[src/hw/rtl/psl_pkg.sv]
// ----------------------------------------------------------------------------
// psl_pkg
// Shared types and constants of the pot smoothing, lock and led mapper.
// ----------------------------------------------------------------------------
package psl_pkg;

  localparam int unsigned WINDOW_DEF   = 10;
  localparam int unsigned ADC_BITS_DEF = 10;

  localparam int unsigned MODE_W  = 2;
  localparam int unsigned IDX_W   = 3;
  localparam int unsigned DATA_W  = 16;
  localparam int unsigned LOCK_W  = 16;
  localparam int unsigned DLT_W   = 10;
  localparam int unsigned OFS_W   = 10;
  localparam int unsigned IDLE_W  = 17;
  localparam int unsigned LVL_W   = 8;
  localparam int unsigned AVG_O_W = 10;

  localparam logic [LOCK_W-1:0] LOCK_TIME_RST    = 16'd5000;
  localparam logic [DLT_W-1:0]  UNLOCK_DELTA_RST = 10'd30;
  localparam logic [DLT_W-1:0]  UPDATE_DELTA_RST = 10'd3;
  localparam logic [OFS_W-1:0]  REV_OFS_RST      = 10'd0;

  localparam int unsigned COLD_LO = 50;
  localparam int unsigned WARM_HI = 900;
  localparam int unsigned LVL_MAX = 255;
  localparam int unsigned SPAN_CW = 425;
  localparam int unsigned SPAN_BR = 850;

  typedef enum logic [MODE_W-1:0] {
    MODE_SCAN = 2'd0,
    MODE_TICK = 2'd1,
    MODE_LOCK = 2'd2
  } mode_t;

  typedef enum logic [IDX_W-1:0] {
    REG_LOCK_TIME    = 3'd0,
    REG_UNLOCK_DELTA = 3'd1,
    REG_UPDATE_DELTA = 3'd2,
    REG_REV_OFS_A    = 3'd3,
    REG_REV_OFS_B    = 3'd4
  } reg_idx_t;

  typedef struct packed {
    logic written;
    logic locked;
  } flags_t;

endpackage

[src/hw/rtl/psl_ram.sv]
// ----------------------------------------------------------------------------
// psl_ram
// Generic single write port ram with one registered read port.
// ----------------------------------------------------------------------------
module psl_ram #(
  parameter int unsigned WIDTH = 20,
  parameter int unsigned DEPTH = 10
) (
  input  logic                     clk,
  input  logic                     we,
  input  logic [$clog2(DEPTH)-1:0] waddr,
  input  logic [WIDTH-1:0]         wdata,
  input  logic [$clog2(DEPTH)-1:0] raddr,
  output logic [WIDTH-1:0]         rdata
);

  logic [WIDTH-1:0] mem [DEPTH];

  always_ff @(posedge clk) begin
    if (we) begin
      mem[waddr] <= wdata;
    end
    rdata <= mem[raddr];
  end

endmodule

[src/hw/rtl/psl_core.sv]
// ----------------------------------------------------------------------------
// psl_core
// Input register, moving average over the sample ring, lock and hold logic.
// ----------------------------------------------------------------------------
module psl_core #(
  parameter int unsigned WINDOW   = psl_pkg::WINDOW_DEF,
  parameter int unsigned ADC_BITS = psl_pkg::ADC_BITS_DEF,
  localparam int unsigned SMP_W   = (ADC_BITS > psl_pkg::OFS_W) ? ADC_BITS : psl_pkg::OFS_W
) (
  input  logic                                 clk,
  input  logic                                 rst,
  input  logic                                 in_valid,
  output logic                                 in_ready,
  input  logic [psl_pkg::MODE_W-1:0]           mode,
  input  logic [ADC_BITS-1:0]                  pot_a,
  input  logic [ADC_BITS-1:0]                  pot_b,
  input  logic [psl_pkg::LOCK_W-1:0]           lock_time,
  input  logic [psl_pkg::DLT_W-1:0]            unlock_delta,
  input  logic [psl_pkg::DLT_W-1:0]            update_delta,
  input  logic [psl_pkg::OFS_W-1:0]            rev_ofs_a,
  input  logic [psl_pkg::OFS_W-1:0]            rev_ofs_b,
  output logic                                 m_valid,
  input  logic                                 m_ready,
  output psl_pkg::flags_t                      m_flags,
  output logic [SMP_W-1:0]                     m_held_a,
  output logic [SMP_W-1:0]                     m_held_b,
  output logic [SMP_W-1:0]                     m_avg_a,
  output logic [SMP_W-1:0]                     m_avg_b
);

  localparam int unsigned SLOT_W = $clog2(WINDOW);
  localparam int unsigned SUM_W  = SMP_W + $clog2(WINDOW);
  localparam int unsigned N_W    = SUM_W + 1;
  localparam int unsigned AVG_K  = N_W + $clog2(WINDOW);
  localparam int unsigned PROD_W = N_W + AVG_K;
  localparam longint unsigned AVG_M = ((longint'(1) << AVG_K) + WINDOW - 1) / WINDOW;
  localparam int unsigned IDLE_W = psl_pkg::IDLE_W;

  logic                  s1_vld;
  psl_pkg::mode_t        s1_mode;
  logic [SMP_W-1:0]      s1_pa;
  logic [SMP_W-1:0]      s1_pb;

  logic [SLOT_W-1:0]     slot;
  logic [SLOT_W-1:0]     slot_next;
  logic [SLOT_W-1:0]     slot_inc;
  logic [SUM_W-1:0]      sum_a;
  logic [SUM_W-1:0]      sum_b;
  logic [SUM_W-1:0]      sum_a_next;
  logic [SUM_W-1:0]      sum_b_next;
  logic [SUM_W-1:0]      sum_a_scan;
  logic [SUM_W-1:0]      sum_b_scan;
  logic [SMP_W-1:0]      held_a;
  logic [SMP_W-1:0]      held_b;
  logic [SMP_W-1:0]      held_a_next;
  logic [SMP_W-1:0]      held_b_next;
  logic                  lock_q;
  logic                  lock_next;
  logic [IDLE_W-1:0]     idle_q;
  logic [IDLE_W-1:0]     idle_next;
  logic [WINDOW-1:0]     vmask;
  logic                  rd_ok;

  logic [SMP_W-1:0]      pa_in;
  logic [SMP_W-1:0]      pb_in;
  logic [SMP_W-1:0]      ofs_a;
  logic [SMP_W-1:0]      ofs_b;
  logic [SMP_W-1:0]      pa_rev;
  logic [SMP_W-1:0]      pb_rev;

  logic                  m_free;
  logic                  s1_go;
  logic                  is_scan;
  logic                  we;
  logic [SLOT_W-1:0]     rd_addr;
  logic [2*SMP_W-1:0]    rd_data;
  logic [SMP_W-1:0]      old_a;
  logic [SMP_W-1:0]      old_b;
  logic [N_W-1:0]        n_a;
  logic [N_W-1:0]        n_b;
  logic [PROD_W-1:0]     prod_a;
  logic [PROD_W-1:0]     prod_b;
  logic [SMP_W-1:0]      avg_a;
  logic [SMP_W-1:0]      avg_b;
  logic [SMP_W-1:0]      dif_a;
  logic [SMP_W-1:0]      dif_b;
  logic                  jump;
  logic                  lock_scan;
  logic                  upd;

  // input side: optional reversal against offset
  assign pa_in  = SMP_W'(pot_a);
  assign pb_in  = SMP_W'(pot_b);
  assign ofs_a  = SMP_W'(rev_ofs_a);
  assign ofs_b  = SMP_W'(rev_ofs_b);
  assign pa_rev = (rev_ofs_a == '0) ? pa_in :
                  (pa_in > ofs_a) ? (pa_in - ofs_a) : (ofs_a - pa_in);
  assign pb_rev = (rev_ofs_b == '0) ? pb_in :
                  (pb_in > ofs_b) ? (pb_in - ofs_b) : (ofs_b - pb_in);

  assign m_free   = !m_valid || m_ready;
  assign s1_go    = s1_vld && m_free;
  assign in_ready = !s1_vld || m_free;
  assign is_scan  = (s1_mode == psl_pkg::MODE_SCAN);
  assign we       = s1_go && is_scan;

  // read ahead: the ring entry of the next slot is ready for the next beat
  assign slot_inc = (slot == SLOT_W'(WINDOW - 1)) ? '0 : slot + 1'b1;
  assign rd_addr  = we ? slot_inc : slot;

  psl_ram #(
    .WIDTH (2 * SMP_W),
    .DEPTH (WINDOW)
  ) u_ring (
    .clk   (clk),
    .we    (we),
    .waddr (slot),
    .wdata ({s1_pa, s1_pb}),
    .raddr (rd_addr),
    .rdata (rd_data)
  );

  assign old_a = rd_ok ? rd_data[2*SMP_W-1:SMP_W] : '0;
  assign old_b = rd_ok ? rd_data[SMP_W-1:0] : '0;

  always_comb begin
    sum_a_scan = sum_a - SUM_W'(old_a) + SUM_W'(s1_pa);
    sum_b_scan = sum_b - SUM_W'(old_b) + SUM_W'(s1_pb);
    n_a        = N_W'(sum_a_scan) + N_W'(WINDOW / 2);
    n_b        = N_W'(sum_b_scan) + N_W'(WINDOW / 2);
    prod_a     = PROD_W'(n_a) * PROD_W'(AVG_M);
    prod_b     = PROD_W'(n_b) * PROD_W'(AVG_M);
    avg_a      = prod_a[AVG_K +: SMP_W];
    avg_b      = prod_b[AVG_K +: SMP_W];
    dif_a      = (held_a > avg_a) ? (held_a - avg_a) : (avg_a - held_a);
    dif_b      = (held_b > avg_b) ? (held_b - avg_b) : (avg_b - held_b);
    jump       = (dif_a > SMP_W'(unlock_delta)) || (dif_b > SMP_W'(unlock_delta));
    lock_scan  = (lock_q || (idle_q > IDLE_W'(lock_time))) && !jump;
    upd        = !lock_scan &&
                 ((dif_a > SMP_W'(update_delta)) || (dif_b > SMP_W'(update_delta)));
  end

  always_comb begin
    slot_next   = slot;
    sum_a_next  = sum_a;
    sum_b_next  = sum_b;
    held_a_next = held_a;
    held_b_next = held_b;
    lock_next   = lock_q;
    idle_next   = idle_q;
    if (s1_go) begin
      unique case (s1_mode)
        psl_pkg::MODE_SCAN: begin
          slot_next  = slot_inc;
          sum_a_next = sum_a_scan;
          sum_b_next = sum_b_scan;
          lock_next  = lock_scan;
          if (jump) begin
            idle_next = '0;
          end
          if (upd) begin
            held_a_next = avg_a;
            held_b_next = avg_b;
          end
        end
        psl_pkg::MODE_TICK: begin
          if (idle_q != '1) begin
            idle_next = idle_q + 1'b1;
          end
        end
        psl_pkg::MODE_LOCK: begin
          lock_next = 1'b1;
        end
        default: begin
        end
      endcase
    end
  end

  always_ff @(posedge clk) begin
    if (rst) begin
      s1_vld  <= 1'b0;
      m_valid <= 1'b0;
      slot    <= '0;
      sum_a   <= '0;
      sum_b   <= '0;
      held_a  <= '0;
      held_b  <= '0;
      lock_q  <= 1'b0;
      idle_q  <= '0;
      vmask   <= '0;
      rd_ok   <= 1'b0;
    end else begin
      if (in_ready) begin
        s1_vld <= in_valid;
      end
      if (m_free) begin
        m_valid <= we;
      end
      slot   <= slot_next;
      sum_a  <= sum_a_next;
      sum_b  <= sum_b_next;
      held_a <= held_a_next;
      held_b <= held_b_next;
      lock_q <= lock_next;
      idle_q <= idle_next;
      if (we) begin
        vmask[slot] <= 1'b1;
      end
      rd_ok <= vmask[rd_addr];
    end
  end

  always_ff @(posedge clk) begin
    if (in_valid && in_ready) begin
      s1_mode <= psl_pkg::mode_t'(mode);
      s1_pa   <= pa_rev;
      s1_pb   <= pb_rev;
    end
    if (we) begin
      m_flags.written <= upd;
      m_flags.locked  <= lock_scan;
      m_held_a        <= held_a_next;
      m_held_b        <= held_b_next;
      m_avg_a         <= avg_a;
      m_avg_b         <= avg_b;
    end
  end

`ifndef SYNTHESIS
  a_slot_range: assert property (@(posedge clk) disable iff (rst)
    {1'b0, slot} < (SLOT_W + 1)'(WINDOW))
    else $error("ring slot out of range");

  a_write_unlocked: assert property (@(posedge clk) disable iff (rst)
    m_valid && m_flags.written |-> !m_flags.locked)
    else $error("levels issued while locked");

  a_tick_counts: assert property (@(posedge clk) disable iff (rst)
    s1_go && (s1_mode == psl_pkg::MODE_TICK) |=> (idle_q != '0))
    else $error("tick did not advance idle timer");

  a_force_lock: assert property (@(posedge clk) disable iff (rst)
    s1_go && (s1_mode == psl_pkg::MODE_LOCK) |=> lock_q)
    else $error("force lock beat did not lock");
`endif

endmodule

[src/hw/rtl/psl_map.sv]
// ----------------------------------------------------------------------------
// psl_map
// Maps held averages to cold, warm and brightness levels; result register.
// ----------------------------------------------------------------------------
module psl_map #(
  parameter int unsigned ADC_BITS = psl_pkg::ADC_BITS_DEF,
  localparam int unsigned SMP_W   = (ADC_BITS > psl_pkg::OFS_W) ? ADC_BITS : psl_pkg::OFS_W
) (
  input  logic                          clk,
  input  logic                          rst,
  input  logic                          m_valid,
  output logic                          m_ready,
  input  psl_pkg::flags_t               m_flags,
  input  logic [SMP_W-1:0]              m_held_a,
  input  logic [SMP_W-1:0]              m_held_b,
  input  logic [SMP_W-1:0]              m_avg_a,
  input  logic [SMP_W-1:0]              m_avg_b,
  output logic                          out_valid,
  input  logic                          out_ready,
  output logic                          led_written,
  output logic [psl_pkg::LVL_W-1:0]     cold_level,
  output logic [psl_pkg::LVL_W-1:0]     warm_level,
  output logic [psl_pkg::LVL_W-1:0]     brightness,
  output logic                          is_locked,
  output logic [psl_pkg::AVG_O_W-1:0]   avg_a,
  output logic [psl_pkg::AVG_O_W-1:0]   avg_b
);

  localparam int unsigned MAP_K = SMP_W + 10;
  localparam int unsigned MP_W  = SMP_W + MAP_K;
  localparam longint unsigned M_CW =
    ((longint'(psl_pkg::LVL_MAX) << MAP_K) + psl_pkg::SPAN_CW - 1) / psl_pkg::SPAN_CW;
  localparam longint unsigned M_BR =
    ((longint'(psl_pkg::LVL_MAX) << MAP_K) + psl_pkg::SPAN_BR - 1) / psl_pkg::SPAN_BR;

  logic [SMP_W-1:0]           d_cold;
  logic [SMP_W-1:0]           d_warm;
  logic [SMP_W-1:0]           d_br;
  logic [psl_pkg::LVL_W-1:0]  lvl_cold;
  logic [psl_pkg::LVL_W-1:0]  lvl_warm;
  logic [psl_pkg::LVL_W-1:0]  lvl_br;

  function automatic logic [psl_pkg::LVL_W-1:0] scale(input logic [SMP_W-1:0] d,
                                                        input logic [MAP_K-1:0] m);
    logic [MP_W-1:0]  p;
    logic [SMP_W-1:0] q;
    p = MP_W'(d) * MP_W'(m);
    q = p[MP_W-1:MAP_K];
    return (q > SMP_W'(psl_pkg::LVL_MAX)) ? psl_pkg::LVL_W'(psl_pkg::LVL_MAX)
                                          : q[psl_pkg::LVL_W-1:0];
  endfunction

  assign m_ready = !out_valid || out_ready;

  always_comb begin
    d_cold   = (m_held_a > SMP_W'(psl_pkg::COLD_LO)) ?
               (m_held_a - SMP_W'(psl_pkg::COLD_LO)) : '0;
    d_warm   = (m_held_a < SMP_W'(psl_pkg::WARM_HI)) ?
               (SMP_W'(psl_pkg::WARM_HI) - m_held_a) : '0;
    d_br     = (m_held_b > SMP_W'(psl_pkg::COLD_LO)) ?
               (m_held_b - SMP_W'(psl_pkg::COLD_LO)) : '0;
    lvl_cold = scale(d_cold, MAP_K'(M_CW));
    lvl_warm = scale(d_warm, MAP_K'(M_CW));
    lvl_br   = scale(d_br, MAP_K'(M_BR));
  end

  always_ff @(posedge clk) begin
    if (rst) begin
      out_valid <= 1'b0;
    end else if (m_ready) begin
      out_valid <= m_valid;
    end
  end

  always_ff @(posedge clk) begin
    if (m_valid && m_ready) begin
      led_written <= m_flags.written;
      is_locked   <= m_flags.locked;
      cold_level  <= lvl_cold;
      warm_level  <= lvl_warm;
      brightness  <= lvl_br;
      avg_a       <= psl_pkg::AVG_O_W'(m_avg_a);
      avg_b       <= psl_pkg::AVG_O_W'(m_avg_b);
    end
  end

endmodule

[src/hw/rtl/pot_smoothing_lock_led_mapper_top.sv]
// ----------------------------------------------------------------------------
// pot_smoothing_lock_led_mapper_top
// Pot smoothing, idle lock and led level mapper with its register file.
// ----------------------------------------------------------------------------
// Takes one beat per clock while the result side keeps up: a scan beat gives
// one result beat, tick and force lock beats give none. There are three register
// stages: the input register, the averaging and lock stage (ring ram read one
// slot ahead, running sums, one reciprocal multiply per channel) and the level
// map stage into the result register. The sample ring is a WINDOW deep ram whose
// entries read as zero until first written, so no clearing pass follows reset.
// Registers are written through the cfg channel, which is always ready; the user
// must write them only while the block is idle, which the block does not enforce.
module pot_smoothing_lock_led_mapper_top #(
  parameter int unsigned WINDOW   = psl_pkg::WINDOW_DEF,
  parameter int unsigned ADC_BITS = psl_pkg::ADC_BITS_DEF
) (
  input  logic                          clk,
  input  logic                          rst,
  input  logic                          cfg_valid,
  output logic                          cfg_ready,
  input  logic [psl_pkg::IDX_W-1:0]     cfg_index,
  input  logic [psl_pkg::DATA_W-1:0]    cfg_data,
  input  logic                          in_valid,
  output logic                          in_ready,
  input  logic [psl_pkg::MODE_W-1:0]    mode,
  input  logic [ADC_BITS-1:0]           pot_a,
  input  logic [ADC_BITS-1:0]           pot_b,
  output logic                          out_valid,
  input  logic                          out_ready,
  output logic                          led_written,
  output logic [psl_pkg::LVL_W-1:0]     cold_level,
  output logic [psl_pkg::LVL_W-1:0]     warm_level,
  output logic [psl_pkg::LVL_W-1:0]     brightness,
  output logic                          is_locked,
  output logic [psl_pkg::AVG_O_W-1:0]   avg_a,
  output logic [psl_pkg::AVG_O_W-1:0]   avg_b
);

  localparam int unsigned SMP_W = (ADC_BITS > psl_pkg::OFS_W) ? ADC_BITS : psl_pkg::OFS_W;

  logic [psl_pkg::LOCK_W-1:0] lock_time;
  logic [psl_pkg::DLT_W-1:0]  unlock_delta;
  logic [psl_pkg::DLT_W-1:0]  update_delta;
  logic [psl_pkg::OFS_W-1:0]  rev_ofs_a;
  logic [psl_pkg::OFS_W-1:0]  rev_ofs_b;

  logic                       m_valid;
  logic                       m_ready;
  psl_pkg::flags_t            m_flags;
  logic [SMP_W-1:0]           m_held_a;
  logic [SMP_W-1:0]           m_held_b;
  logic [SMP_W-1:0]           m_avg_a;
  logic [SMP_W-1:0]           m_avg_b;

  assign cfg_ready = 1'b1;

  always_ff @(posedge clk) begin
    if (rst) begin
      lock_time    <= psl_pkg::LOCK_TIME_RST;
      unlock_delta <= psl_pkg::UNLOCK_DELTA_RST;
      update_delta <= psl_pkg::UPDATE_DELTA_RST;
      rev_ofs_a    <= psl_pkg::REV_OFS_RST;
      rev_ofs_b    <= psl_pkg::REV_OFS_RST;
    end else if (cfg_valid && cfg_ready) begin
      unique case (psl_pkg::reg_idx_t'(cfg_index))
        psl_pkg::REG_LOCK_TIME:    lock_time    <= cfg_data[psl_pkg::LOCK_W-1:0];
        psl_pkg::REG_UNLOCK_DELTA: unlock_delta <= cfg_data[psl_pkg::DLT_W-1:0];
        psl_pkg::REG_UPDATE_DELTA: update_delta <= cfg_data[psl_pkg::DLT_W-1:0];
        psl_pkg::REG_REV_OFS_A:    rev_ofs_a    <= cfg_data[psl_pkg::OFS_W-1:0];
        psl_pkg::REG_REV_OFS_B:    rev_ofs_b    <= cfg_data[psl_pkg::OFS_W-1:0];
        default: begin
        end
      endcase
    end
  end

  psl_core #(
    .WINDOW   (WINDOW),
    .ADC_BITS (ADC_BITS)
  ) u_core (
    .clk          (clk),
    .rst          (rst),
    .in_valid     (in_valid),
    .in_ready     (in_ready),
    .mode         (mode),
    .pot_a        (pot_a),
    .pot_b        (pot_b),
    .lock_time    (lock_time),
    .unlock_delta (unlock_delta),
    .update_delta (update_delta),
    .rev_ofs_a    (rev_ofs_a),
    .rev_ofs_b    (rev_ofs_b),
    .m_valid      (m_valid),
    .m_ready      (m_ready),
    .m_flags      (m_flags),
    .m_held_a     (m_held_a),
    .m_held_b     (m_held_b),
    .m_avg_a      (m_avg_a),
    .m_avg_b      (m_avg_b)
  );

  psl_map #(
    .ADC_BITS (ADC_BITS)
  ) u_map (
    .clk         (clk),
    .rst         (rst),
    .m_valid     (m_valid),
    .m_ready     (m_ready),
    .m_flags     (m_flags),
    .m_held_a    (m_held_a),
    .m_held_b    (m_held_b),
    .m_avg_a     (m_avg_a),
    .m_avg_b     (m_avg_b),
    .out_valid   (out_valid),
    .out_ready   (out_ready),
    .led_written (led_written),
    .cold_level  (cold_level),
    .warm_level  (warm_level),
    .brightness  (brightness),
    .is_locked   (is_locked),
    .avg_a       (avg_a),
    .avg_b       (avg_b)
  );

endmodule

[config.mk]
export PLATFORM = sky130hd
export DESIGN_NAME = pot_smoothing_lock_led_mapper_top
export DESIGN_NICKNAME = d
export VERILOG_FILES = /design/src/hw/rtl/psl_pkg.sv /design/src/hw/rtl/psl_ram.sv /design/src/hw/rtl/psl_core.sv /design/src/hw/rtl/psl_map.sv /design/src/hw/rtl/pot_smoothing_lock_led_mapper_top.sv
export SDC_FILE = /design/constraint.sdc
export NUM_CORES = 2
export LEC_CHECK = 0
export BUFFER_PORTS_ARGS = -buffer_cell sky130_fd_sc_hd__buf_2
export CAP_MARGIN = 0
export CORE_MARGIN = 1.5
export CORE_UTILIZATION = 65
export DETAILED_ROUTE_END_ITERATION = 12
export PLACE_DENSITY = 0.86
export SYNTH_ARGS = -nofsm -noshare
export SYNTH_HDL_FRONTEND = slang
export SYNTH_SLANG_ARGS = --single-unit
export TNS_END_PERCENT = 5
[constraint.sdc]
create_clock -name clk -period 24.2 [get_ports clk]
set_input_delay 4.84 -clock clk [delete_from_list [all_inputs] [get_ports clk]]
set_output_delay 4.84 -clock clk [all_outputs]
set_load 0.1 [all_outputs]
* Word level (Yosys, flattened, before mapping)
Memory sizes are Yosys's and may differ from the RTL's. A register that Yosys moved wholly into a read port is not among the register bits. Index checks and enable logic that the tools add are counted.
Word-level totals: bits of input ports 46, ROM bits 0, bits in writable memories 200, word-level logic and storage cells 148, flip-flop bits (word level) 250, memories 1, bits in latches 0
Cells by class: $lt $le $gt $ge 18, add/subtract/negate cells 19, reductions and logical operators 32, muxes and demuxes 29, multiply operators 5, bitwise operators 1, shift-type cells 0, equal/unequal tests 10, div/mod/pow operators 0
Memories:
- u_core.u_ring.mem | words 10, bits a word 20, read ports 1, clocked after Yosys merged registers in 1, wr ports 1, RTL line psl_ram.sv:17 | logic [WIDTH-1:0] mem [DEPTH];
Operators with widths (number):
- 10-bit 2-to-1 mux | 17
- 10-bit by 19-bit multiplier with 29-bit output (second input constant) | 3
- 10-bit greater-than comparator | 8
- 10-bit subtractor | 8
- 15-bit by 16-bit multiplier with 29-bit output (second input constant) | 2
- 17-bit 2-to-1 mux | 2
- 17-bit case mux with 2 select lines | 1
- 14-bit by 3-bit adder with 15-bit output (second input constant) | 2
- 14-bit by 10-bit adder with 14-bit output | 2
- 14-bit by 10-bit subtractor with 14-bit output | 2
- 10-bit by 6-bit greater-than comparator with 1-bit output (second input constant) | 2
- 10-bit by 8-bit greater-than comparator with 1-bit output (second input constant) | 2
- 10-bit logical NOT | 2
- 10-bit by 6-bit subtractor with 10-bit output (second input constant) | 2
- 17-bit by 1-bit adder with 17-bit output (second input constant) | 1
- 17-bit by 16-bit greater-than comparator with 1-bit output | 1
- 17-bit inequality test (second input constant) | 1
- 2-bit AND reduction | 7
- 10-bit < comparator (second input constant) | 1
- 4-bit by 5-bit < comparator with 1-bit output (second input constant) | 2
- 10-bit bitwise OR | 1
- 10-bit subtractor (first input constant) | 1
- 9-bit by 8-bit greater-than comparator with 1-bit output (second input constant) | 1
- 4-bit 2-to-1 mux | 2
- 21 further kinds | 41

* Logic depth before layout (Yosys ltp)
depth after elaboration 16, mapped depth 62, depth with buffers taken out 61

* Cells and area by module
Synthesis repeated with hierarchy kept, for this count alone.
Second synthesis, totals: cells, all modules 3797, area, all modules 39578.0 µm²
Modules (own cells, without submodules):
- psl_core | area an instance 19449.9 µm², sequential area each 3583.4 µm², instances 1, cells each 2160
- psl_map | area an instance 9476.6 µm², sequential area each 1401.3 µm², instances 1, cells each 979
- psl_ram | area an instance 8349.3 µm², sequential area each 6406.1 µm², instances 1, cells each 443
- pot_smoothing_lock_led_mapper_top | area an instance 2302.2 µm², sequential area each 1121.1 µm², instances 1, cells each 215

* Worst setup path after synthesis
Ideal clock, no wire load.
path kind register to register, start register u_core.rd_ok, end register u_core.idle_q[12], period minus slack after synthesis 12.744 ns, setup slack 11.456 ns, cell stages (with the launch flop) 57, buffers on the path 1, arrival 12.674 ns, library setup time 0.070 ns, path through dfxtp_1 clkbuf_1 and2_1 ha_1 inv_1 ha_1 inv_1 fa_1 inv_1 a21oi_1 o21bai_1 a21o_1 a21o_1 xor2_1 inv_1 nor3_1 nand3_1 nor3_1 (+21 left out) ha_1 nand4_1 nor3_1 nand3b_1 o22ai_4 mux2_4 xnor2_1 ha_1 nand4_1 nor2_1 a21oi_1 o211ai_1 a22oi_1 a2111oi_2 nor2b_1 nand2_1 or3_1 a21oi_1
Between the ends: cells in the longest elaborated chain, start to end 11
RTL lines:
- from (decl) | RTL line psl_core.sv:62 | logic rd_ok;
- from (signal assigned) | RTL line psl_core.sv:210 | rd_ok <= vmask[rd_addr];
- 10-bit 2-to-1 mux (*) | RTL line psl_core.sv:124 | assign old_b = rd_ok ? rd_data[SMP_W-1:0] : '0;
- 14-bit by 10-bit subtractor with 14-bit output (*) | RTL line psl_core.sv:128 | sum_b_scan = sum_b - SUM_W'(old_b) + SUM_W'(s1_pb);
- 14-bit by 10-bit adder with 14-bit output (*) | RTL line psl_core.sv:128
- 14-bit by 3-bit adder with 15-bit output (*) | RTL line psl_core.sv:130 | n_b = N_W'(sum_b_scan) + N_W'(WINDOW / 2);
- 15-bit by 16-bit multiplier with 29-bit output (*) | RTL line psl_core.sv:132 | prod_b = PROD_W'(n_b) * PROD_W'(AVG_M);
- via u_core.avg_b[9] | RTL line psl_core.sv:84 | logic [SMP_W-1:0] avg_b;
- 10-bit subtractor / 10-bit greater-than comparator (equally long branches) | RTL line psl_core.sv:136 | dif_b = (held_b > avg_b) ? (held_b - avg_b) : (avg_b - held_b);
- 10-bit 2-to-1 mux (*) | RTL line psl_core.sv:136
- 10-bit greater-than comparator (*) | RTL line psl_core.sv:137 | jump = (dif_a > SMP_W'(unlock_delta)) || (dif_b > SMP_W'(unlock_delta));
- 1-bit logical OR (*) | RTL line psl_core.sv:137
- 2-bit inequality test (no line) (*)
- 4-bit AND reduction (no line) (*)
- to (signal assigned) | RTL line psl_core.sv:206 | idle_q <= idle_next;
- to (decl) | RTL line psl_core.sv:59 | logic [IDLE_W-1:0] idle_q;
The timed path passes the listed nets; every way through them passes the cells marked *. A chain may end at the register's enable or synchronous reset.

* Worst setup path after layout
start register u_core.rd_ok, end register u_core.held_a[5]
Between the ends: cells in the longest elaborated chain, start to end 16
RTL lines:
- 10-bit 2-to-1 mux (*) | RTL line psl_core.sv:124
- 14-bit by 10-bit subtractor with 14-bit output (*) | RTL line psl_core.sv:128
- 14-bit by 10-bit adder with 14-bit output (*) | RTL line psl_core.sv:128
- 14-bit by 3-bit adder with 15-bit output (*) | RTL line psl_core.sv:130
- 15-bit by 16-bit multiplier with 29-bit output (*) | RTL line psl_core.sv:132
- via u_core.avg_b[9] | RTL line psl_core.sv:84
- 10-bit subtractor / 10-bit greater-than comparator (equally long branches) | RTL line psl_core.sv:136
- 10-bit 2-to-1 mux (*) | RTL line psl_core.sv:136
- (+3 left out)
- 1-bit logical AND | RTL line psl_core.sv:138 | lock_scan = (lock_q || (idle_q > IDLE_W'(lock_time))) && !jump;
- 1-bit logical NOT | RTL line psl_core.sv:139 | upd = !lock_scan &&
- 1-bit logical AND (*) | RTL line psl_core.sv:139
- via u_core.upd | RTL line psl_core.sv:89 | logic upd;
- 10-bit 2-to-1 mux (*) | RTL line psl_core.sv:161 | if (upd) begin
- 10-bit 2-to-1 mux (*) | RTL line psl_core.sv:152 | unique case (s1_mode)
- 10-bit 2-to-1 mux (*) | RTL line psl_core.sv:151 | if (s1_go) begin
- via u_core.held_a_next[5] | RTL line psl_core.sv:55 | logic [SMP_W-1:0] held_a_next;
- to (signal assigned) | RTL line psl_core.sv:203 | held_a <= held_a_next;
- to (decl) | RTL line psl_core.sv:53 | logic [SMP_W-1:0] held_a;
Marked as above.

==> qor.csv <==
stage,metric,value,unit
outcome,run_status,completed,
clock_tree,cts_resized,0,
setup_path,reg2regPathDepth,56,
finish,final_net_count,4622,
timing,tightestPinTransition,1.179,ns
placement,dp_hpwl,64350,µm
floorplanning,effective_utilization_at_floorplan,65.98,%
setup_path,regToRegEndpoint,u_core.held_a[5],
floorplanning,std_cell_rows,88,
global_routing,track_usage,28.99,%
min_path,hold_path.startpoint,u_core.m_avg_a[6],
drt,detail_route.vias_per_cell,5.894,
floorplanning,vertical_die_dimension,245.5,µm
setup_path,setup.reg_to_reg.worst_slack,8.77,ns
placement,routabilityCongestion,0.9580,
floorplanning,fp.coreArea,57920,µm²
setup_path,max_stage_delay,0.87,ns
finish,register_area,12510,µm²
setup_path,cp_max_fo,20,
floorplanning,die_area,60250,µm²
yosys,postSynth.topFlopCell,sky130_fd_sc_hd__edfxtp_1,
yosys,postSynthAreaPerCell,10.50,µm²
timing,setup-tns-final,0,ns
placement,post_dp_cell_area,39620,µm²
timing,hold_slack,0.4176,ns
drt,antenna_left,0,
min_path,min_delay_path_depth,0,
timing,min_period_over_period,63.74,%
drt,num_vias,26783,
yosys,yosysWarnings,0,
yosys,commonest_cells_in_the_synthesized_netlist,"sky130_fd_sc_hd__inv_1, sky130_fd_sc_hd__ha_1, sky130_fd_sc_hd__edfxtp_1",
clock_tree,postCtsSetupBuffers,0,
yosys,synth.net_count,4526,
timing,grt_setup_unrepaired,no,
clock_tree,htreeDepth,2,
yosys,synth_enable_flop_cells,310,
floorplanning,chip_width,245.5,µm
timing,maxSlewViolCount,0,
global_routing,grt_first_pass_wirelength,139400,µm
clock_tree,cts_made_buffers,50,
placement,place.port_buffers,93,
yosys,synth_top_cell_by_area,sky130_fd_sc_hd__edfxtp_1,
drt,drt-initial-drc-count,1903,
drt,drcViolationCount,0,
timing,timing.fmax,0.06483,GHz
floorplanning,io_pins,95,
yosys,synth_most_common_cell,sky130_fd_sc_hd__inv_1,
clock_tree,tritoncts,done,
setup_path,cp_arrival,15.88,ns
timing,timing.final.setup_violations,0,
yosys,synth_seq_area_share,32.74,%
global_routing,vias_in_the_first_global_route,27566,
setup_path,timing.critical_path.required,24.66,ns
setup_path,startpoint_type,register,
clock_tree,post_cts_hold_buffer_count,0,
finish,final_layout_size_suffix_gt1_share,8.102,%
timing,timing_hold_violations_final,0,
global_routing,grt_antenna_before_repair,2,
global_routing,grt_overflow_total,0,
clock_tree,clkSlewWorstSetupHoldPaths,0.06,ns
global_routing,grt_max_degree,78,
timing,fin_worst_skew,0.05769,ns
setup_path,timing.rr.start,u_core.rd_ok,
min_path,worstHoldPathType,register to register,
min_path,whs_endpoint,u_map.avg_a[6],
setup_path,critPathSlowestCell,sky130_fd_sc_hd__and2_1,
clock_tree,insertion_delay_of_the_later_clocked_pin_in_the_worst_skew_pair,0.63,ns
yosys,synthTopCellsByArea,"sky130_fd_sc_hd__edfxtp_1, sky130_fd_sc_hd__ha_1, sky130_fd_sc_hd__fa_1, sky130_fd_sc_hd__dfxtp_1, sky130_fd_sc_hd__inv_1",
drt,avgRoutedWirePerCell,18.89,µm
finish,fillerInstances,3946,
yosys,synth_top_area_share,24.36,%
finish,multi_input_gate_area,23140,µm²
clock_tree,ctsLongestPathBuffers,3,
yosys,syn_area,38210,µm²
finish,area_growth,7.993,%
clock_tree,tritoncts_num_sinks,470,
clock_tree,root_buffer,sky130_fd_sc_hd__clkbuf_16,
yosys,ys_types,85,
finish,final_cell_area_excluding_filler_cells,41270,µm²
drt,drt_pre_antenna_iters,6,
flow_run,maxCapViolations,0,
timing,post-route-min-period,15.43,ns
setup_path,path_class,register to register,
setup_path,cp-end-kind,register,
drt,postRouteWirelength,85840,µm
yosys,synth.ff_latch_count,470,
timing,timing.slew.headroom,20.98,%
yosys,synth_async_sr_flop_share,0,%
setup_path,top_cell_by_count_worst_path,sky130_fd_sc_hd__inv_1,
yosys,syn_inst,3640,
-- state kept, by name, indices dropped and copies added (netlist names), 14 cells and up --
register / cells
lock_time: 16
u_core.idle_q: 17
u_core.sum_a: 14
u_core.sum_b: 14
u_core.u_ring.mem: 200
u_core.u_ring.rdata: 20
-- per-layer routing --
metal	routed length [µm]	GRT usage, %
met1	35780	37.50
met2	41370	49.36
met3	5821	4.846
met4	2873	9.978
met5	0	0
-- final cells by class --
type / instances / area share, %
clock inverter: 30 / 0.6488
antenna: 2 / 0.01213
multi-input combinational: 2467 / 56.08
inverter: 631 / 5.743
sequential: 470 / 30.32
tap: 765 / 2.319
clock buffer: 63 / 3.329
timing repair buffer: 116 / 1.552
-- layout by cell type (no fill, tap or decap), types with 44 or more instances in the layout --
master	synthesis	routed
sky130_fd_sc_hd__nor2_1	189	188
sky130_fd_sc_hd__mux2i_1	66	66
sky130_fd_sc_hd__clkbuf_16	0	52
sky130_fd_sc_hd__inv_1	630	630
sky130_fd_sc_hd__edfxtp_1	310	310
sky130_fd_sc_hd__nand2_1	209	209
sky130_fd_sc_hd__nand2b_1	44	44
sky130_fd_sc_hd__a21oi_1	205	205
sky130_fd_sc_hd__xnor2_1	101	101
sky130_fd_sc_hd__a21o_1	69	69
sky130_fd_sc_hd__o21ai_0	76	76
sky130_fd_sc_hd__fa_1	243	243
sky130_fd_sc_hd__nor2b_1	78	77
sky130_fd_sc_hd__ha_1	597	597
sky130_fd_sc_hd__buf_2	3	92
sky130_fd_sc_hd__dfxtp_1	160	160
sky130_fd_sc_hd__xor2_1	59	58
-- cells by family (layout without fill, tap and decap cells) --
kind of cell / count (synthesis) / in the layout / share of synthesized area, %
flops: 470 / 470 / 32.74
other cells: 2 / 4 / 0.01965
compound gates: 555 / 555 / 9.335
simple gates: 775 / 775 / 9.967
fa+ha+maj: 840 / 840 / 32.28
buf+inv: 703 / 840 / 6.925
xor+xnor: 162 / 162 / 3.772
mux: 133 / 133 / 4.961
-- through the flow --
step / setup slack (ns) / cells / utilization, %
floorplan: 11.46 / 3640 / -
global placement: 10.00 / 4449 / 68.41
detailed placement: 9.373 / 4449 / 68.41
CTS: 9.005 / 4542 / 71.25
global route: 7.937 / 4543 / 71.25
finish: 8.775 / 4544 / 71.25
-- worst max-delay path: cells and delay by family (launching register included) --
kind                     cells  cell delay [ns]
adder cells (fa/ha/maj)     12             4.66
AND/OR/NAND/NOR             15             3.92
AO/OA/AOI/OAI               15             3.51
XOR/XNOR                     4             0.99
multiplexers                 2             0.80
flip-flops                   1             0.77
buffers and inverters        8             0.59
-- how the worst max path moves through the flow --
stage / start / endpoint / slack (ns)
final: u_core.rd_ok / u_core.held_a[5] / 8.77
after floorplan: u_core.rd_ok / u_core.idle_q[12] / 11.46
after detailed placement: u_core.rd_ok / u_core.held_a[5] / 9.37
after CTS: u_core.rd_ok / u_core.held_a[3] / 9.01
after global routing: u_core.rd_ok / u_core.held_a[7] / 7.94
after global placement: u_core.rd_ok / u_core.held_a[5] / 10.00
Power is not shown: default switching activity piles up to over one toggle a cycle in this logic, so the estimate is an artifact.
